$ cat config.mk
export PLATFORM = sky130hd
export DESIGN_NAME = gekd_ctrl
export DESIGN_NICKNAME = d
export VERILOG_FILES = /design/src/hw/rtl/gekd_pkg.sv /design/src/hw/rtl/gekd_ctrl.sv
export SDC_FILE = /design/constraint.sdc
export NUM_CORES = 1
export LEC_CHECK = 0
export BUFFER_PORTS_ARGS = -buffer_cell sky130_fd_sc_hd__buf_2
export CAP_MARGIN = 40
export CORE_AREA = 2 2 39 41
export CTS_CLUSTER_DIAMETER = 150
export DETAILED_ROUTE_END_ITERATION = 8
export DIE_AREA = 0 0 41 43
export PLACE_DENSITY = 0.56
export SLEW_MARGIN = 20
export SYNTH_ARGS = -nofsm -noshare
export SYNTH_HDL_FRONTEND = slang
export SYNTH_SLANG_ARGS = --single-unit
$ cat constraint.sdc
create_clock -name clock -period 1.5 [get_ports clock]
set_input_delay 0.075 -clock clock [delete_from_list [all_inputs] [get_ports clock]]
set_output_delay 0.075 -clock clock [all_outputs]
set_load 0.02 [all_outputs]
$ cat src/hw/rtl/gekd_pkg.sv
// shared constants, types and command/status structs for the gyro filter
`timescale 1ns / 1ps
package gekd_pkg;
   localparam int FRACTION_BITS_DEF = 8;
   localparam int ST_W = 20;
   localparam int P_W = 24;
   localparam int IN_W = 16;
   localparam int CSR_W = 19;
   localparam int CSR_IDX_W = 3;
   localparam logic [P_W-1:0] P_RESET = 24'd8388608;
   localparam logic [P_W-1:0] KQ = 24'd8389;
   localparam logic [P_W-1:0] KR = 24'd251658;
   localparam logic [2:0] REG_WEIGHT = 3'd0;
   localparam logic [2:0] REG_DEAD = 3'd1;
   localparam logic [2:0] REG_THRESH = 3'd2;
   localparam logic [2:0] REG_GAIN = 3'd3;
   localparam logic [2:0] REG_BIAS_X = 3'd4;
   localparam logic [2:0] REG_BIAS_Y = 3'd5;
   localparam logic [2:0] REG_BIAS_Z = 3'd6;

   typedef enum logic [3:0] {
      OP_NONE, OP_LOAD, OP_DIV_START, OP_DIV_STEP, OP_CONV, OP_EMA, OP_KALMAN,
      OP_SHAPE, OP_COV, OP_OUT
   } op_type;

   typedef struct packed {
      op_type op;
      logic [1:0] axis;
   } cmd_type;

   typedef struct packed {
      logic div_done;
   } status_type;
endpackage

$ cat src/hw/rtl/gekd_ctrl.sv
// sequencer stepping the datapath through one sample
`timescale 1ns / 1ps
module gekd_ctrl (
   input  logic clock,
   input  logic reset,
   input  logic in_fire,
   input  logic out_free,
   input  gekd_pkg::status_type status,
   output gekd_pkg::cmd_type cmd,
   output logic busy
);
   typedef enum logic [3:0] {
      S_IDLE, S_DSTART, S_DIV, S_CONV, S_EMA, S_KALMAN, S_SHAPE, S_COV, S_WAIT
   } state_type;
   state_type state_ff;
   logic [1:0] axis_ff;

   always_ff @(posedge clock) begin
      if (reset) begin
         state_ff <= S_IDLE;
         axis_ff <= 2'd0;
      end else begin
         unique case (state_ff)
            S_IDLE: if (in_fire) state_ff <= S_DSTART;
            S_DSTART: state_ff <= S_DIV;
            S_DIV: if (status.div_done) begin
               state_ff <= S_CONV;
               axis_ff <= 2'd0;
            end
            S_CONV: state_ff <= S_EMA;
            S_EMA: state_ff <= S_KALMAN;
            S_KALMAN: state_ff <= S_SHAPE;
            S_SHAPE: begin
               if (axis_ff == 2'd2) begin
                  state_ff <= S_COV;
                  axis_ff <= 2'd0;
               end else begin
                  state_ff <= S_CONV;
                  axis_ff <= axis_ff + 2'd1;
               end
            end
            S_COV: state_ff <= S_WAIT;
            S_WAIT: if (out_free) state_ff <= S_IDLE;
            default: state_ff <= S_IDLE;
         endcase
      end
   end

   always_comb begin
      cmd.axis = axis_ff;
      unique case (state_ff)
         S_IDLE: cmd.op = in_fire ? gekd_pkg::OP_LOAD : gekd_pkg::OP_NONE;
         S_DSTART: cmd.op = gekd_pkg::OP_DIV_START;
         S_DIV: cmd.op = gekd_pkg::OP_DIV_STEP;
         S_CONV: cmd.op = gekd_pkg::OP_CONV;
         S_EMA: cmd.op = gekd_pkg::OP_EMA;
         S_KALMAN: cmd.op = gekd_pkg::OP_KALMAN;
         S_SHAPE: cmd.op = gekd_pkg::OP_SHAPE;
         S_COV: cmd.op = gekd_pkg::OP_COV;
         S_WAIT: cmd.op = out_free ? gekd_pkg::OP_OUT : gekd_pkg::OP_NONE;
         default: cmd.op = gekd_pkg::OP_NONE;
      endcase
   end
   assign busy = (state_ff != S_IDLE);
endmodule

== Word level (Yosys, flattened, before mapping) ==
Index checks and enable logic that the tools add are counted.

* Register bits after elaboration: 6
* Bits of input ports: 5
* Output and inout port bits: 7
* Word-level logic and storage cells: 31

* Add/subtract/negate cells: 1
* Eq/ne operators: 12
* Muxes and demuxes: 11
* Reduce and logical (&&, ||, !) cells: 5

{| class="wikitable"
|+ Operators by type and width
! kind !! number
|-
| case mux 4 bit (9 select lines) || 2
|-
| == test 4 x 3 -> 1 bit, second input constant || 4
|-
| two-way mux 4 bit || 4
|-
| == test 4 x 2 -> 1 bit, second input constant || 2
|-
| inequality test 2 bit, second input constant || 3
|-
| == test 4 x 1 -> 1 bit, second input constant || 1
|-
| == test 4 bit, second input constant || 1
|-
| zero test 4 bit || 1
|-
| two-way mux 2 bit || 2
|-
| case mux 2 bit (2 select lines) || 1
|-
| nonzero test 4 bit || 1
|-
| two-way mux 3 bit || 1
|-
| AND reduction 3 bit || 1
|-
| adder 2 x 1 -> 2 bit, second input constant || 1
|-
| == test 2 bit, second input constant || 1
|-
| AND reduction 2 bit || 1
|-
| nonzero test 2 bit || 1
|-
| two-way mux 1 bit || 1
|}

== Depth between registers and ports, before layout ==
* Depth after elaboration: 3
* Mapped depth: 4
* Mapped depth without buffers: 3

== Worst setup path before layout ==
Ideal clock, no wire load.

* Path type: flip-flop to output port
* Start point: register state_ff[1]
* End point: output cmd[5] (netlist bit)
* Data arrival time: 1.192 ns
* Data required time: 1.425 ns
* Setup slack: 0.233 ns
* Cell stages (with the launch flop): 4
* Buffers on the path: 1
* Cells stage by stage: dfxtp_1 buf_2 nand3b_1 o31ai_1

{| class="wikitable"
|+ RTL lines
! what !! line !! text
|-
| from (decl) || gekd_ctrl.sv:15 || <nowiki>state_type state_ff;</nowiki>
|-
| from (signal assigned) || gekd_ctrl.sv:20 || <nowiki>state_ff <= S_IDLE;</nowiki>
|-
| from (signal assigned) || gekd_ctrl.sv:24 || <nowiki>S_IDLE: if (in_fire) state_ff <= S_DSTART;</nowiki>
|-
| from (signal assigned) || gekd_ctrl.sv:25 || <nowiki>S_DSTART: state_ff <= S_DIV;</nowiki>
|-
| to (decl) || gekd_ctrl.sv:9 || <nowiki>output gekd_pkg::cmd_type cmd,</nowiki>
|}

== Worst setup path after layout ==
* Start point: register state_ff[2]
* End point: output busy

* Word-level cells in the longest chain between the ends: 1

{| class="wikitable"
|+ RTL lines
! what !! line !! text
|-
| nonzero test 4 bit || gekd_ctrl.sv:64 || <nowiki>assign busy = (state_ff != S_IDLE);</nowiki>
|-
| to (decl) || gekd_ctrl.sv:10 || <nowiki>output logic busy</nowiki>
|}

No other way between the ends.

==> flow_summary.json <==
{
  "r2r-start": "state_ff[3]",
  "postCtsSetupBuffers": 0,
  "hold_buffers": 0,
  "tns_ns": 0,
  "synth-adder-area-share": 0,
  "fin_crit_sh": 0.925,
  "dp_cells": 71,
  "row_count": 14,
  "syn_nets": 52,
  "root_buffer": "clkbuf_4",
  "clkLatencyLatePin_ns": 0.24,
  "drtIter0Drc": 5,
  "finalPower_uw": 459,
  "postRouteAntennaNets": 0,
  "cts_sinks": 6,
  "routedWlPerCell_um": 11.0,
  "synthDominantCellAreaShare": 0.315,
  "die_area_um2": 1760,
  "crit_type": "register to primary output",
  "synth_warnings": 0,
  "vias_per_cell": 5.04,
  "fin_cells": 74,
  "synth_top_family_by_area": "simple AND/OR/NAND/NOR gates",
  "antenna_found_initial": 0,
  "dp_hpwl_um": 577,
  "critPathMaxFanout": 13,
  "min_period_ns": 1.39,
  "die_y_um": 43,
  "start_util": 0.276,
  "hp-class": "primary input to register",
  "p_per_area_nw_per_um2": 974,
  "vias": 373,
  "grt_pass1_wl_mm": 1.34,
  "synth_cell_types": 27,
  "ys_ff_latch": 6,
  "rsz0062_at_grt": "no",
  "h-tree-depth": 1,
  "area_growth_pct": 23.6,
  "synth.avg_cell_area_um2": 8.12,
  "maxCapViolations": 0,
  "syn-cell-area_um2": 382,
  "hold_viol_final": 0,
  "worst_pin_slew_ns": 0.404,
  "grt_usage": 0.108,
  "fmax_ghz": 0.720,
  "critPathLaunchType": "register",
  "synth.yosys.seq_area_share": 0.315,
  "relSlewSlack": 0.728,
  "muxShareOfSynthArea": 0.0295,
  "antennaDiodeCount": 0,
  "finalInstanceArea_um2": 472,
  "io_pins": 12,
  "synth_compound_area_frac": 0.226,
  "cts_buffers": 3,
  "io_buffer_count": 11,
  "p_leak_nw": 0.191,
  "globalRouteOverflowTotal": 0,
  "ff2ff_setup_slack_ns": 0.20,
  "drtPass1Iterations": 4,
  "ir_worst_vdd_v": 0.000376,
  "worst-endpoint-arrival_ns": 1.31,
  "netlist.top_cell.by_area": "dfxtp_1",
  "final_max_slew_viol_count": 0,
  "startpoint": "state_ff[2]",
  "core_um2": 1380,
  "finalSetupViolCount": 0,
  "ys_top_cells_by_area": "dfxtp_1 31%, nor2_1 5.9%, o31ai_1 5.9%",
  "wirelength_um": 816,
  "grt_max_degree": 14,
  "first_global_vias": 314,
  "cts_tree": "done",
  "ctsLongestPathBuffers": 2,
  "fin_nets": 65,
  "synthXorXnorAreaFrac": 0.0459,
  "routabilityCongestion": 0.735,
  "die_x_um": 41,
  "drc": 0,
  "fin_skew_ns": 0.000555,
  "hold-worst-slack_ns": 0.110,
  "clkTransAtPathRegs_ns": 0.05,
  "worstPathRequired_ns": 1.42,
  "syn_inst": 47,
  "fillerInstances": 148,
  "hold_start": "reset",
  "drive_gt1_frac": 0.397,
  "post_synth_and_or_nand_nor_area_fraction": 0.295,
  "dpl-instance-area_um2": 445,
  "end_kind": "primary output",
  "status": "complete, no violations"
}
==> Yosys cell counts <==
cell	number
nor3b_1	1
buf_4	1
xor2_1	1
nand2_1	1
nand3_1	1
buf_2	3
o21a_1	1
xnor2_1	1
nor3_1	3
a21oi_1	2
o22a_1	1
o311a_1	1
nand4b_1	1
nand2b_1	1
nor2_1	6
or2_2	1
a211o_2	2
nand3b_1	1
o31ai_1	3
inv_1	2
mux2_2	1
buf_1	1
a211oi_1	1
nor4_1	1
nor4b_1	1
dfxtp_1	6
or4_1	2
==> repair_timing <==
action / CTS / global route
resized for setup: 0 / 3
hold endpoints to repair: 0 / 0
setup endpoints to repair: 0 / 3
==> final cells by class <==
type | count | area (um^2) | area share
Clock buffer | 3 | 22.5 | 0.0477
Inverter | 2 | 7.51 | 0.0159
Multi-Input combinational cell | 34 | 228 | 0.483
Sequential cell | 6 | 124 | 0.263
Tap cell | 16 | 20.0 | 0.0424
Timing Repair Buffer | 13 | 70.1 | 0.149
==> stage by stage <==
step	worst slack [ns]	utilization
after floorplan	0.233	-
final	0.112	0.341
after detailed placement	0.158	0.322
after global placement	0.188	0.322
after global routing	0.0292	0.341
after CTS	0.0347	0.338
==> logic make-up after synthesis <==
logic type,after synthesis
mux,1
simple gates,20
buf+inv,7
compound gates,11
flops,6
xor+xnor,2
==> critical path, cell delays in order, from the launching register on <==
cell     delay, ns
dfxtp_2       0.38
or4_1         0.52
buf_2         0.17
==> layer usage <==
layer	vias up	routed length, um	GRT usage	share of wire
met1	164	429	0.151	0.53
li1	196	-	-	-
met2	13	322	0.153	0.39
met5	-	0	0	0
met3	0	65	0.0314	0.080
met4	0	0	0.0400	0
==> report_power, final <==
part           total (mW)  internal (mW)  leakage, nW  switching [mW]
combinational       0.119         0.0533        0.127          0.0655
clock               0.150         0.0906       0.0138          0.0595
sequential          0.191          0.170       0.0499          0.0206
==> registers in the layout, summed over array words and instances (netlist names) <==
register / count
axis_ff: 2
state_ff: 4
==> worst paths after layout <==
path	to	cells past startpoint
max	busy	2
min	state_ff[1]	2
max reg2reg	state_ff[3]	3
min reg2reg	axis_ff[0]	1
==> cell usage in the layout, fill, tap and decap left out, types with 2 or more instances in the layout <==
master / count
a211o_2: 2
a21oi_1: 2
buf_2: 11
buf_4: 2
clkbuf_4: 3
dfxtp_1: 3
dfxtp_2: 3
inv_1: 2
nor2_1: 6
nor3_1: 3
o31ai_1: 3
or4_1: 2
No activity file was read; power rests on OpenSTA's default activity.
